`src/rtl/dau_pkg.sv`:
```
package dau_pkg;

  localparam int DAY_BITS     = 14;
  localparam int FACT_W       = 16;
  localparam int TOT_W        = DAY_BITS + 17;
  localparam int RES_W        = TOT_W + FACT_W + 1;
  localparam int SEC_PER_DAY  = 86400;
  localparam int SEC_PER_HOUR = 3600;
  localparam int SEC_PER_MIN  = 60;

  localparam logic [2:0] OP_ADD   = 3'd0;
  localparam logic [2:0] OP_SUB   = 3'd1;
  localparam logic [2:0] OP_SCALE = 3'd2;
  localparam logic [2:0] OP_CMP   = 3'd3;
  localparam logic [2:0] OP_INC   = 3'd4;
  localparam logic [2:0] OP_DEC   = 3'd5;

  localparam int QDEPTH = 4;
  localparam int QPTR_W = 2;

  typedef enum logic [2:0] {
    K_NOP = 3'd0,
    K_ADD = 3'd1,
    K_SUB = 3'd2,
    K_MUL = 3'd3,
    K_CMP = 3'd4
  } kind_e;

  typedef struct packed {
    kind_e                    kind;
    logic [TOT_W-1:0]         ta;
    logic [TOT_W-1:0]         tb;
    logic signed [FACT_W-1:0] factor;
  } item_t;

  typedef struct packed {
    logic zero;
    logic sat;
    logic lt;
    logic eq;
    logic gt;
  } flags_t;

endpackage

```
`src/rtl/dau_front.sv`:
```
module dau_front import dau_pkg::*; (
  input  logic                    in_valid_i,
  output logic                    in_ready_o,
  input  logic [2:0]              operation_i,
  input  logic [DAY_BITS-1:0]     a_days_i,
  input  logic [4:0]              a_hours_i,
  input  logic [5:0]              a_minutes_i,
  input  logic [5:0]              a_seconds_i,
  input  logic [DAY_BITS-1:0]     b_days_i,
  input  logic [4:0]              b_hours_i,
  input  logic [5:0]              b_minutes_i,
  input  logic [5:0]              b_seconds_i,
  input  logic signed [FACT_W-1:0] factor_i,
  output logic                    q_valid_o,
  input  logic                    q_ready_i,
  output item_t                   item_o
);

  function automatic logic [TOT_W-1:0] to_total(
    input logic [DAY_BITS-1:0] d,
    input logic [4:0]          h,
    input logic [5:0]          m,
    input logic [5:0]          s
  );
    to_total = TOT_W'(d) * TOT_W'(SEC_PER_DAY) + TOT_W'(h) * TOT_W'(SEC_PER_HOUR)
             + TOT_W'(m) * TOT_W'(SEC_PER_MIN) + TOT_W'(s);
  endfunction

  logic [TOT_W-1:0] ta, tb;

  assign ta         = to_total(a_days_i, a_hours_i, a_minutes_i, a_seconds_i);
  assign tb         = to_total(b_days_i, b_hours_i, b_minutes_i, b_seconds_i);
  assign q_valid_o  = in_valid_i;
  assign in_ready_o = q_ready_i;

  // inc/dec fold into add/sub of one second
  always_comb begin
    item_o.ta     = ta;
    item_o.tb     = tb;
    item_o.factor = factor_i;
    unique case (operation_i)
      OP_ADD:   item_o.kind = K_ADD;
      OP_SUB:   item_o.kind = K_SUB;
      OP_SCALE: item_o.kind = K_MUL;
      OP_CMP:   item_o.kind = K_CMP;
      OP_INC: begin
        item_o.kind = K_ADD;
        item_o.tb   = TOT_W'(1);
      end
      OP_DEC: begin
        item_o.kind = K_SUB;
        item_o.tb   = TOT_W'(1);
      end
      default:  item_o.kind = K_NOP;
    endcase
  end

endmodule

```
`src/rtl/dau_queue.sv`:
```
module dau_queue import dau_pkg::*; (
  input  logic  clk_i,
  input  logic  rst_ni,
  input  logic  in_valid_i,
  output logic  in_ready_o,
  input  item_t item_i,
  output logic  out_valid_o,
  input  logic  out_ready_i,
  output item_t item_o
);

  item_t             mem_q [QDEPTH];
  logic [QPTR_W-1:0] wr_ptr_q, rd_ptr_q;
  logic [QPTR_W:0]   cnt_q;
  logic              push, pop;

  assign in_ready_o  = cnt_q != (QPTR_W+1)'(QDEPTH);
  assign out_valid_o = cnt_q != '0;
  assign item_o      = mem_q[rd_ptr_q];
  assign push        = in_valid_i & in_ready_o;
  assign pop         = out_valid_o & out_ready_i;

  always_ff @(posedge clk_i or negedge rst_ni) begin
    if (!rst_ni) begin
      wr_ptr_q <= '0;
      rd_ptr_q <= '0;
      cnt_q    <= '0;
    end else begin
      if (push) wr_ptr_q <= wr_ptr_q + 1'b1;
      if (pop)  rd_ptr_q <= rd_ptr_q + 1'b1;
      if (push && !pop) cnt_q <= cnt_q + 1'b1;
      else if (pop && !push) cnt_q <= cnt_q - 1'b1;
    end
  end

  always_ff @(posedge clk_i) begin
    if (push) mem_q[wr_ptr_q] <= item_i;
  end

endmodule

```
`src/rtl/dau_back.sv`:
```
module dau_back import dau_pkg::*; (
  input  logic                clk_i,
  input  logic                rst_ni,
  input  logic                s_valid_i,
  output logic                s_ready_o,
  input  item_t               item_i,
  output logic                out_valid_o,
  input  logic                out_ready_i,
  output logic [DAY_BITS-1:0] res_days_o,
  output logic [4:0]          res_hours_o,
  output logic [5:0]          res_minutes_o,
  output logic [5:0]          res_seconds_o,
  output flags_t              flags_o
);

  localparam int REM_W      = 17;
  localparam int MT_W       = 11;
  localparam int X_W        = TOT_W - 7;
  localparam int DAY_SH     = 34;
  localparam int DAY_RCP_W  = 25;
  localparam longint DAY_RCP = (64'd1 << DAY_SH) / 675;
  localparam int MIN_SH     = 24;
  localparam int MIN_RCP_W  = 19;
  localparam longint MIN_RCP = (64'd1 << MIN_SH) / 60 + 1;
  localparam int P3_W       = X_W + DAY_RCP_W;
  localparam int P6_W       = REM_W + MIN_RCP_W;
  localparam int P7_W       = MT_W + MIN_RCP_W;
  localparam logic [TOT_W-1:0] MAX_TOT =
    TOT_W'((64'd1 << DAY_BITS) * 64'd86400 - 64'd1);

  logic en;
  logic v1_q, v2_q, v3_q, v4_q, v5_q, v6_q, v7_q, vo_q;

  logic signed [RES_W-1:0] r1_q;
  logic                    arith1_q;
  flags_t                  fl1_q, fl2_q, fl3_q, fl4_q, fl5_q, fl6_q, fl7_q, flo_q;
  logic [TOT_W-1:0]        t2_q, t3_q, t4_q, p4_q;
  logic [DAY_BITS-1:0]     q3_q, q4_q, days5_q, days6_q, days7_q, dayso_q;
  logic [REM_W-1:0]        rem5_q, rem6_q;
  logic [MT_W-1:0]         mt6_q, mt7_q;
  logic [4:0]              hrs7_q, hrso_q;
  logic [5:0]              sec7_q, seco_q, mino_q;

  logic signed [RES_W-1:0] ta_x, tb_x, prod1, r1_d;
  logic                    arith1_d;
  flags_t                  fl1_d, fl2_d;
  logic [TOT_W-1:0]        t2_d, rem0;
  logic [X_W-1:0]          x3;
  logic [P3_W-1:0]         prod3;
  logic [DAY_BITS-1:0]     days5_d;
  logic [REM_W-1:0]        rem5_d, sec_full;
  logic [P6_W-1:0]         prod6;
  logic [P7_W-1:0]         prod7;
  logic [MT_W-1:0]         min_full;

  assign en        = !vo_q || out_ready_i;
  assign s_ready_o = en;

  // stage 1: operation on totals
  assign ta_x  = $signed({{(RES_W-TOT_W){1'b0}}, item_i.ta});
  assign tb_x  = $signed({{(RES_W-TOT_W){1'b0}}, item_i.tb});
  assign prod1 = $signed({1'b0, item_i.ta}) * item_i.factor;

  always_comb begin
    r1_d     = '0;
    arith1_d = 1'b1;
    fl1_d    = '0;
    case (item_i.kind)
      K_ADD: r1_d = ta_x + tb_x;
      K_SUB: r1_d = ta_x - tb_x;
      K_MUL: r1_d = prod1;
      K_CMP: begin
        arith1_d = 1'b0;
        fl1_d.lt = item_i.ta < item_i.tb;
        fl1_d.eq = item_i.ta == item_i.tb;
        fl1_d.gt = item_i.ta > item_i.tb;
      end
      default: arith1_d = 1'b0;
    endcase
  end

  // stage 2: clamp / saturate
  always_comb begin
    fl2_d = fl1_q;
    t2_d  = r1_q[TOT_W-1:0];
    if (!arith1_q) begin
      t2_d = '0;
    end else if (r1_q <= 0) begin
      t2_d       = '0;
      fl2_d.zero = 1'b1;
    end else if (r1_q > $signed({{(RES_W-TOT_W){1'b0}}, MAX_TOT})) begin
      t2_d      = MAX_TOT;
      fl2_d.sat = 1'b1;
    end
  end

  // stage 3: day estimate, 86400 = 128 * 675
  assign x3    = t2_q[TOT_W-1:7];
  assign prod3 = P3_W'(x3) * P3_W'(DAY_RCP);

  // stage 5: one-step correction of the day estimate
  always_comb begin
    rem0    = t4_q - p4_q;
    days5_d = q4_q;
    rem5_d  = rem0[REM_W-1:0];
    if (rem0 >= TOT_W'(SEC_PER_DAY)) begin
      days5_d = q4_q + 1'b1;
      rem5_d  = REM_W'(rem0 - TOT_W'(SEC_PER_DAY));
    end
  end

  assign prod6    = P6_W'(rem5_q) * P6_W'(MIN_RCP);
  assign sec_full = rem6_q - REM_W'(mt6_q) * REM_W'(SEC_PER_MIN);
  assign prod7    = P7_W'(mt6_q) * P7_W'(MIN_RCP);
  assign min_full = mt7_q - MT_W'(hrs7_q) * MT_W'(SEC_PER_MIN);

  always_ff @(posedge clk_i or negedge rst_ni) begin
    if (!rst_ni) begin
      v1_q <= 1'b0;
      v2_q <= 1'b0;
      v3_q <= 1'b0;
      v4_q <= 1'b0;
      v5_q <= 1'b0;
      v6_q <= 1'b0;
      v7_q <= 1'b0;
      vo_q <= 1'b0;
    end else if (en) begin
      v1_q <= s_valid_i;
      v2_q <= v1_q;
      v3_q <= v2_q;
      v4_q <= v3_q;
      v5_q <= v4_q;
      v6_q <= v5_q;
      v7_q <= v6_q;
      vo_q <= v7_q;
    end
  end

  always_ff @(posedge clk_i) begin
    if (en) begin
      r1_q     <= r1_d;
      arith1_q <= arith1_d;
      fl1_q    <= fl1_d;

      t2_q     <= t2_d;
      fl2_q    <= fl2_d;

      t3_q     <= t2_q;
      q3_q     <= prod3[DAY_SH +: DAY_BITS];
      fl3_q    <= fl2_q;

      t4_q     <= t3_q;
      q4_q     <= q3_q;
      p4_q     <= TOT_W'(q3_q) * TOT_W'(SEC_PER_DAY);
      fl4_q    <= fl3_q;

      days5_q  <= days5_d;
      rem5_q   <= rem5_d;
      fl5_q    <= fl4_q;

      days6_q  <= days5_q;
      rem6_q   <= rem5_q;
      mt6_q    <= prod6[MIN_SH +: MT_W];
      fl6_q    <= fl5_q;

      days7_q  <= days6_q;
      mt7_q    <= mt6_q;
      hrs7_q   <= prod7[MIN_SH +: 5];
      sec7_q   <= sec_full[5:0];
      fl7_q    <= fl6_q;

      dayso_q  <= days7_q;
      hrso_q   <= hrs7_q;
      mino_q   <= min_full[5:0];
      seco_q   <= sec7_q;
      flo_q    <= fl7_q;
    end
  end

  assign out_valid_o   = vo_q;
  assign res_days_o    = dayso_q;
  assign res_hours_o   = hrso_q;
  assign res_minutes_o = mino_q;
  assign res_seconds_o = seco_q;
  assign flags_o       = flo_q;

endmodule

```
`src/rtl/duration_arithmetic_unit_core.sv`:
```
// Duration arithmetic on day/hour/minute/second values: add, subtract, scale by
// a signed factor, increment, decrement and compare, with results clamped to
// zero or saturated at the largest day count and flagged. One beat is accepted
// per cycle while the queue has room, and results leave in order through the
// eight-stage back pipeline (product, clamp, reciprocal multiplies for days,
// minutes and hours, and their corrections). A four-entry queue between the
// operand front end and the back pipeline keeps input acceptance going while a
// finished result waits.
module duration_arithmetic_unit_core import dau_pkg::*; (
  input  logic                     clk_i,
  input  logic                     rst_ni,
  input  logic                     in_valid_i,
  output logic                     in_ready_o,
  input  logic [2:0]               operation_i,
  input  logic [DAY_BITS-1:0]      a_days_i,
  input  logic [4:0]               a_hours_i,
  input  logic [5:0]               a_minutes_i,
  input  logic [5:0]               a_seconds_i,
  input  logic [DAY_BITS-1:0]      b_days_i,
  input  logic [4:0]               b_hours_i,
  input  logic [5:0]               b_minutes_i,
  input  logic [5:0]               b_seconds_i,
  input  logic signed [FACT_W-1:0] factor_i,
  output logic                     out_valid_o,
  input  logic                     out_ready_i,
  output logic [DAY_BITS-1:0]      res_days_o,
  output logic [4:0]               res_hours_o,
  output logic [5:0]               res_minutes_o,
  output logic [5:0]               res_seconds_o,
  output logic                     clamped_zero_o,
  output logic                     saturated_o,
  output logic                     is_less_o,
  output logic                     is_equal_o,
  output logic                     is_greater_o
);

  item_t  front_item, q_item;
  logic   front_valid, front_ready, q_valid, q_ready;
  flags_t flags;

  dau_front u_front (
    .in_valid_i  (in_valid_i),
    .in_ready_o  (in_ready_o),
    .operation_i (operation_i),
    .a_days_i    (a_days_i),
    .a_hours_i   (a_hours_i),
    .a_minutes_i (a_minutes_i),
    .a_seconds_i (a_seconds_i),
    .b_days_i    (b_days_i),
    .b_hours_i   (b_hours_i),
    .b_minutes_i (b_minutes_i),
    .b_seconds_i (b_seconds_i),
    .factor_i    (factor_i),
    .q_valid_o   (front_valid),
    .q_ready_i   (front_ready),
    .item_o      (front_item)
  );

  dau_queue u_queue (
    .clk_i       (clk_i),
    .rst_ni      (rst_ni),
    .in_valid_i  (front_valid),
    .in_ready_o  (front_ready),
    .item_i      (front_item),
    .out_valid_o (q_valid),
    .out_ready_i (q_ready),
    .item_o      (q_item)
  );

  dau_back u_back (
    .clk_i         (clk_i),
    .rst_ni        (rst_ni),
    .s_valid_i     (q_valid),
    .s_ready_o     (q_ready),
    .item_i        (q_item),
    .out_valid_o   (out_valid_o),
    .out_ready_i   (out_ready_i),
    .res_days_o    (res_days_o),
    .res_hours_o   (res_hours_o),
    .res_minutes_o (res_minutes_o),
    .res_seconds_o (res_seconds_o),
    .flags_o       (flags)
  );

  assign clamped_zero_o = flags.zero;
  assign saturated_o    = flags.sat;
  assign is_less_o      = flags.lt;
  assign is_equal_o     = flags.eq;
  assign is_greater_o   = flags.gt;

endmodule
```
`config.mk`:
```
export PLATFORM = sky130hd
export DESIGN_NAME = duration_arithmetic_unit_core
export DESIGN_NICKNAME = d
export VERILOG_FILES = /design/src/rtl/dau_pkg.sv /design/src/rtl/dau_front.sv /design/src/rtl/dau_queue.sv /design/src/rtl/dau_back.sv /design/src/rtl/duration_arithmetic_unit_core.sv
export SDC_FILE = /design/constraint.sdc
export NUM_CORES = 2
export LEC_CHECK = 0
export ABC_AREA = 1
export BUFFER_PORTS_ARGS = -buffer_cell sky130_fd_sc_hd__clkbuf_2
export CAP_MARGIN = 20
export CORE_MARGIN = 2
export CORE_UTILIZATION = 32
export CTS_BUF_LIST = sky130_fd_sc_hd__clkbuf_8
export DETAILED_ROUTE_END_ITERATION = 6
export PLACE_DENSITY_LB_ADDON = 0.3
export SYNTH_ARGS = -nofsm -noshare
export SYNTH_HDL_FRONTEND = slang
export SYNTH_HIERARCHICAL = 1
export SYNTH_SLANG_ARGS = --single-unit
export TNS_END_PERCENT = 1
```
`constraint.sdc`:
```
create_clock -name clk_i -period 15.1 [get_ports clk_i]
set_clock_uncertainty 0.2 [all_clocks]
set_input_delay 1.51 -clock clk_i [delete_from_list [all_inputs] [get_ports clk_i]]
set_output_delay 1.51 -clock clk_i [all_outputs]
set_load 0.05 [all_outputs]
```
# Word-level counts from Yosys, hierarchy flattened
# Memories as Yosys holds them, arrays and structs flattened.
# Index checks and enable logic that the tools add are counted.
dict set report op_classes {
  addsub 17
  reduce_logical 15
  n_lt_le_gt_ge 5
  n_bitwise 3
  n_eq_ne 11
  n_mul 13
  n_mux 13
}
# cell count
set ops {}
lappend ops {{case mux 48 bit (3 select lines)} 1}
lappend ops {{multiplier 14 x 10 -> 24 bit (second input constant)} 3}
lappend ops {{adder 31 x 12 -> 31 bit} 2}
lappend ops {{adder 31 x 17 -> 31 bit} 2}
lappend ops {{adder 31 x 6 -> 31 bit} 2}
lappend ops {{two-way mux 31 bit} 2}
lappend ops {{> comparator 48 x 32 -> 1 bit (second input constant)} 1}
lappend ops {{less-or-equal comparator 48 x 1 -> 1 bit (second input constant)} 1}
lappend ops {{multiplier 32 x 16 -> 48 bit} 1}
lappend ops {{multiplier 24 x 24 -> 47 bit (second input constant)} 1}
lappend ops {{multiplier 17 x 19 -> 35 bit (second input constant)} 1}
lappend ops {{adder 31 x 31 -> 32 bit} 1}
lappend ops {{subtractor 31 x 31 -> 32 bit} 1}
lappend ops {{== test 31 bit} 1}
lappend ops {{>= comparator 31 x 17 -> 1 bit (second input constant)} 1}
lappend ops {{> comparator 31 bit} 1}
lappend ops {{< comparator 31 bit} 1}
lappend ops {{subtractor 31 bit} 1}
lappend ops {{multiplier 11 x 19 -> 29 bit (second input constant)} 1}
lappend ops {{multiplier 5 x 8 -> 13 bit (second input constant)} 2}
lappend ops {{multiplier 6 x 4 -> 10 bit (second input constant)} 2}
lappend ops {{two-way mux 17 bit} 1}
lappend ops {{subtractor 17 bit (second input constant)} 1}
lappend ops {{adder 14 x 1 -> 14 bit (second input constant)} 1}
lappend ops {{24 further kinds} 45}
dict set report word_totals {
  n_memories 1
  register_bits 371
  output_inout_bits 38
  word_cells 149
  mem_bits_rw 324
}
# memory words width read_ports rd_ports_with_merged_regs write_ports line
set memory_table {}
lappend memory_table {u_queue.mem_q 4 81 1 0 1 dau_queue.sv:12} ;# item_t mem_q [QDEPTH];

# Depth between registers and ports, before layout
dict set report depth {
  ltp_word 6
  ltp_mapped 36
}

# Cells and area by module
# Netlist, hierarchy kept.
# mod instances cells_per_inst seq_area_each_um2 area_each_um2
set modules_own_cells {}
lappend modules_own_cells {dau_back 1 6130 10860.4 52092.5}
lappend modules_own_cells {dau_queue 1 1003 9904.5 13588.0}
lappend modules_own_cells {dau_front 1 1562 0.0 10740.3}

# Worst setup path after synthesis
# OpenSTA, ideal clock, no wires.
dict set report synth_timing {
  kind {in2reg}
  from {input out_ready_i}
  to {register u_queue.cnt_q[1]}
  n_path_buf 0
  slack_ns 3.897
  path_stages 8
  arrival_time_ns 10.877
  setup_ns 0.126
  required_ns 14.774
  cell_sequence {inv_1 nand2_1 nand2_1 ha_1 inv_1 fa_1 nand2_1 o21ai_0}
}
dict set report synth_via {
  elab_chain_cells 5
  word_cells_on_any_way 7
  classes_between {1 x mux; 1 x bitwise; 5 x reduce/logical}
}
# item line
set synth_rtl {}
lappend synth_rtl {{start, declared} duration_arithmetic_unit_core.sv:25} ;# input logic out_ready_i,
lappend synth_rtl {{logical OR 1 bit (*)} dau_back.sv:56} ;# assign en = !vo_q || out_ready_i;
lappend synth_rtl {{net q_ready} duration_arithmetic_unit_core.sv:38} ;# logic front_valid, front_ready, q_valid, q_ready;
lappend synth_rtl {{bitwise AND 1 bit (*)} dau_queue.sv:21} ;# assign pop = out_valid_o & out_ready_i;
lappend synth_rtl {{logical NOT 1 bit} dau_queue.sv:31} ;# if (push && !pop) cnt_q <= cnt_q + 1'b1;
lappend synth_rtl {{logical AND 1 bit} dau_queue.sv:31}
lappend synth_rtl {{two-way mux 3 bit or nonzero test 2 bit (tied branches)} -}
lappend synth_rtl {{end signal, assigned} dau_queue.sv:31}
lappend synth_rtl {{end signal, assigned} dau_queue.sv:32} ;# else if (pop && !push) cnt_q <= cnt_q - 1'b1;
lappend synth_rtl {{end, declared} dau_queue.sv:14} ;# logic [QPTR_W:0] cnt_q;
# The timed path passes the listed nets; every way through them passes the cells marked *.
# A chain may end at the register's enable or synchronous reset.

==> key figures <==
Synthesis
  • Synth warn: 6
  • Synth Area per Inst: 8.79 sq um
  • Post-synthesis sequential area ratio: 0.272
  • Share of Yosys cell area claimed by the top area cell type: 0.267
  • Post-synthesis compound-gate area fraction: 0.0795
  • Post-Synth Simple-Gate Area: 0.150
  • Top FF cell, synth: edfxtp_1
  • Area leader, netlist: edfxtp_1
  • Async SR Flop Fraction: 0.0216
  • EDFF count, synth: 679
  • Largest family of logic cells by synthesized area: adder cells
  • Post-Synth Adder-Cell Area: 0.360
  • Synth top area cells: edfxtp_1 (27%), fa_1 (19%), ha_1 (17%)
  • Multiplexer area fraction after synthesis: 0.000884
  • Yosys cell types: 56
  • Synth Area in XOR/XNOR: 0.0205
  • Post-synthesis register bit count: 694
  • Synth Instances: 8,695
  • Cell area after synthesis: 76,400 sq um
  • Syn Nets: 10.5k

Setup path
  • Worst stage delay on the critical path: 0.65 ns
  • CP Cell Sequence: inv_2 > buf_4 > o211ai_1 > nand2_1 > buf_4 > nand2_1 > fa_1 > inv_1 > fa_1 > fa_1 > fa_1 > fa_1 > inv_1 > fa_1 > inv_1 > ha_1 > nand2_1 > o21ai_0 > a21oi_1 > inv_1 > a21oi_1 > or2_2 > nand3_1 > nand3_1
  • Cell repeated most along the worst path: fa_1
  • CP Class: flip-flop to flip-flop
  • CP required: 15.43 ns
  • Crit Path Max Fanout: 46
  • Critical path buffers and inverters: 7
  • Critical-path top delay cell: nand2_1
  • Crit end category: flip-flop
  • CP arrival: 9.47 ns
  • Delay-heaviest family, CP: adder cells
  • Startpoint types: flip-flop

Global route
  • Initial antenna violation count: 13
  • GR Util All Layers: 0.169
  • First-pass GRT wire length: 325,000 microns
  • Largest net degree at the start of global routing: 173
  • Overflow after GRT: 0
  • Vias in the first global route: 58.4k

Detailed routing
  • Drt first pass iters: 7
  • Met2 Routed Length: 96,300 microns
  • Metal3 WL: 8870 microns
  • DRC: 1
  • Final WL: 203,000 microns
  • Vias: 56.3k
  • Drt wl/cell: 16.8 microns
  • Vias per inst: 4.67
  • DR top layer: met5
  • Iteration-0 DRC Markers: 3,402
  • Met1 WL: 92,500 microns
  • Post-route ant nets: 0

Clocking
  • Longest Clk Path Bufs: 3
  • H-tree depth: 3
  • CTS resizes: 0
  • Clock transition at the registers of the reported paths: 0.06 ns
  • Worst-Skew Late Latency: 0.88 ns
  • TritonCTS clock tree: yes
  • CTS buffer count: 116
  • CTS sink cnt: 694
  • Hold_buf cts: 0
  • Postcts setup bufs: 0
  • Clk root buf: clkbuf_8

Finish
  • Final core occ: 0.348
  • Final #Nets: 10.6k
  • Fill count: 24.5k
  • Fin cells: 12.0k
  • Synth-to-Final Area Change: 8.11%
  • Register area: 20,800 sq um
  • Layout cells sized above 1: 0.0608
  • Multi-input logic area: 46,700 sq um

Die
  • Core Box Area: 238,000 sq um
  • Row Count: 179
  • Starting Density: 0.322
  • Die Y: 493 microns
  • IO Pins: 123
  • Die width: 493 microns
  • DIE AREA: 243,000 sq um

Hold path
  • Worst Hold Class: flip-flop to flip-flop

Timing
  • Final setup vio count: 0
  • FMAX: 0.109 GHz
  • Slew Limit Fails: 0
  • Max-slew headroom: 0.246
  • Minimum clock period: 9.14 ns
  • Final WS setup: 5.96 ns
  • TNS Setup: 0 ns
  • Final Hold Vio Count: 0
  • Tcrit/Tclk final: 0.605
  • Worst slew pin tran: 1.13 ns
  • Unrepaired setup endpoints after global routing: no

Placement
  • Gp weighted congestion: 0.926
  • # port buffers: 122
  • HPWL Detailed: 162,000 microns
  • Place WS: 5.89 ns
  • Placed insts: 11.8k

Status
  • Failing checks: DRC
  • Outcome: finished with violations

Flow run
  • Max Cap Viol: 0
-- per-layer routing --
metal	track usage	vias to the layer above
met5	0	-
met4	0.0415	16
met3	0.0217	263
met2	0.290	1174
met1	0.224	27100
li1	-	27700
-- placed cells by master (no fill, tap or decap), types with 56 or more instances in the layout --
master	n
nand3_1	267
o21ai_0	255
nand2_1	1731
nor3_1	61
xnor2_1	56
inv_1	2123
fa_1	717
clkbuf_2	122
nand4_1	73
clkbuf_8	118
o211ai_1	135
nor2_1	440
ha_1	1049
a21oi_1	391
xor2_1	119
edfxtp_1	679
-- kinds of logic (layout without fill, tap and decap cells) --
kind of cell / Yosys count / count (layout)
flip-flops: 694 / 694
AO/OA/AOI/OAI: 989 / 989
AND/OR/NAND/NOR: 2749 / 2749
multiplexers: 6 / 6
other: 0 / 5
buffers and inverters: 2314 / 2484
XOR/XNOR: 177 / 177
adder cells (fa/ha/maj): 1766 / 1766
-- registers in the layout, indices dropped and copies added (netlist names), 17 cells and up --
name,cells
u_queue/mem_q,324
u_back/r1_q,48
u_back/t2_q,31
u_back/t3_q,31
u_back/t4_q,31
u_back/p4_q,23
u_back/rem5_q,17
-- final cells by class --
cell class                 count  area share
antenna                        5    0.000151
inverter                    2096      0.0953
clock buffer                 118      0.0197
timing repair buffer         174      0.0123
multi-input combinational   5687       0.565
clock inverter                96     0.00830
sequential                   694       0.251
tap                         3167      0.0480
-- through the flow --
stage,hold slack (ns),instance area (sq um)
after floorplan,0.200,76400
after global placement,0.200,80300
after detailed placement,0.205,80300
after CTS,0.201,82600
after global routing,0.220,82600
final,0.212,82600
-- cell usage after synthesis (all sizes together), types with 6 or more instances --
master / instances
a31oi: 22
a21boi: 12
a221oi: 10
mux2: 6
nor4: 27
dfrtp: 15
or2: 26
o221ai: 9
a21o: 29
ha: 1049
nor2: 480
o21a: 25
o211ai: 185
xor2: 121
nor3: 65
and3: 6
nand3: 280
nand3b: 12
o21bai: 23
nand4: 73
clkbuf: 146
xnor2: 56
buf: 71
inv: 2094
edfxtp: 679
fa: 717
nand2: 1776
o21ai: 260
a21oi: 396
-- worst paths after layout --
| kind | start | end | slack, ns | depth (start not counted) |
|---|---|---|---|---|
| hold reg to reg | u_back/fl6_q[1]$_DFFE_PP_ | u_back/fl7_q[1]$_DFFE_PP_ | 0.21 | 0 |
| min in group asynchronous | rst_ni | u_queue/rd_ptr_q[0]$_DFFE_PN0P_ | 0.43 | 1 |
| hold / removal | u_back/fl6_q[1]$_DFFE_PP_ | u_back/fl7_q[1]$_DFFE_PP_ | 0.21 | 0 |
| max in group asynchronous | rst_ni | u_queue/rd_ptr_q[1]$_DFFE_PN0P_ | 13.79 | 1 |
| setup reg to reg | u_queue/rd_ptr_q[1]$_DFFE_PN0P_ | u_back/r1_q[23]$_DFFE_PP_ | 5.96 | 24 |
| setup / recovery | u_queue/rd_ptr_q[1]$_DFFE_PN0P_ | u_back/r1_q[23]$_DFFE_PP_ | 5.96 | 24 |
Power is not shown: default switching activity piles up to over one toggle a cycle in this logic, so the estimate is an artifact.
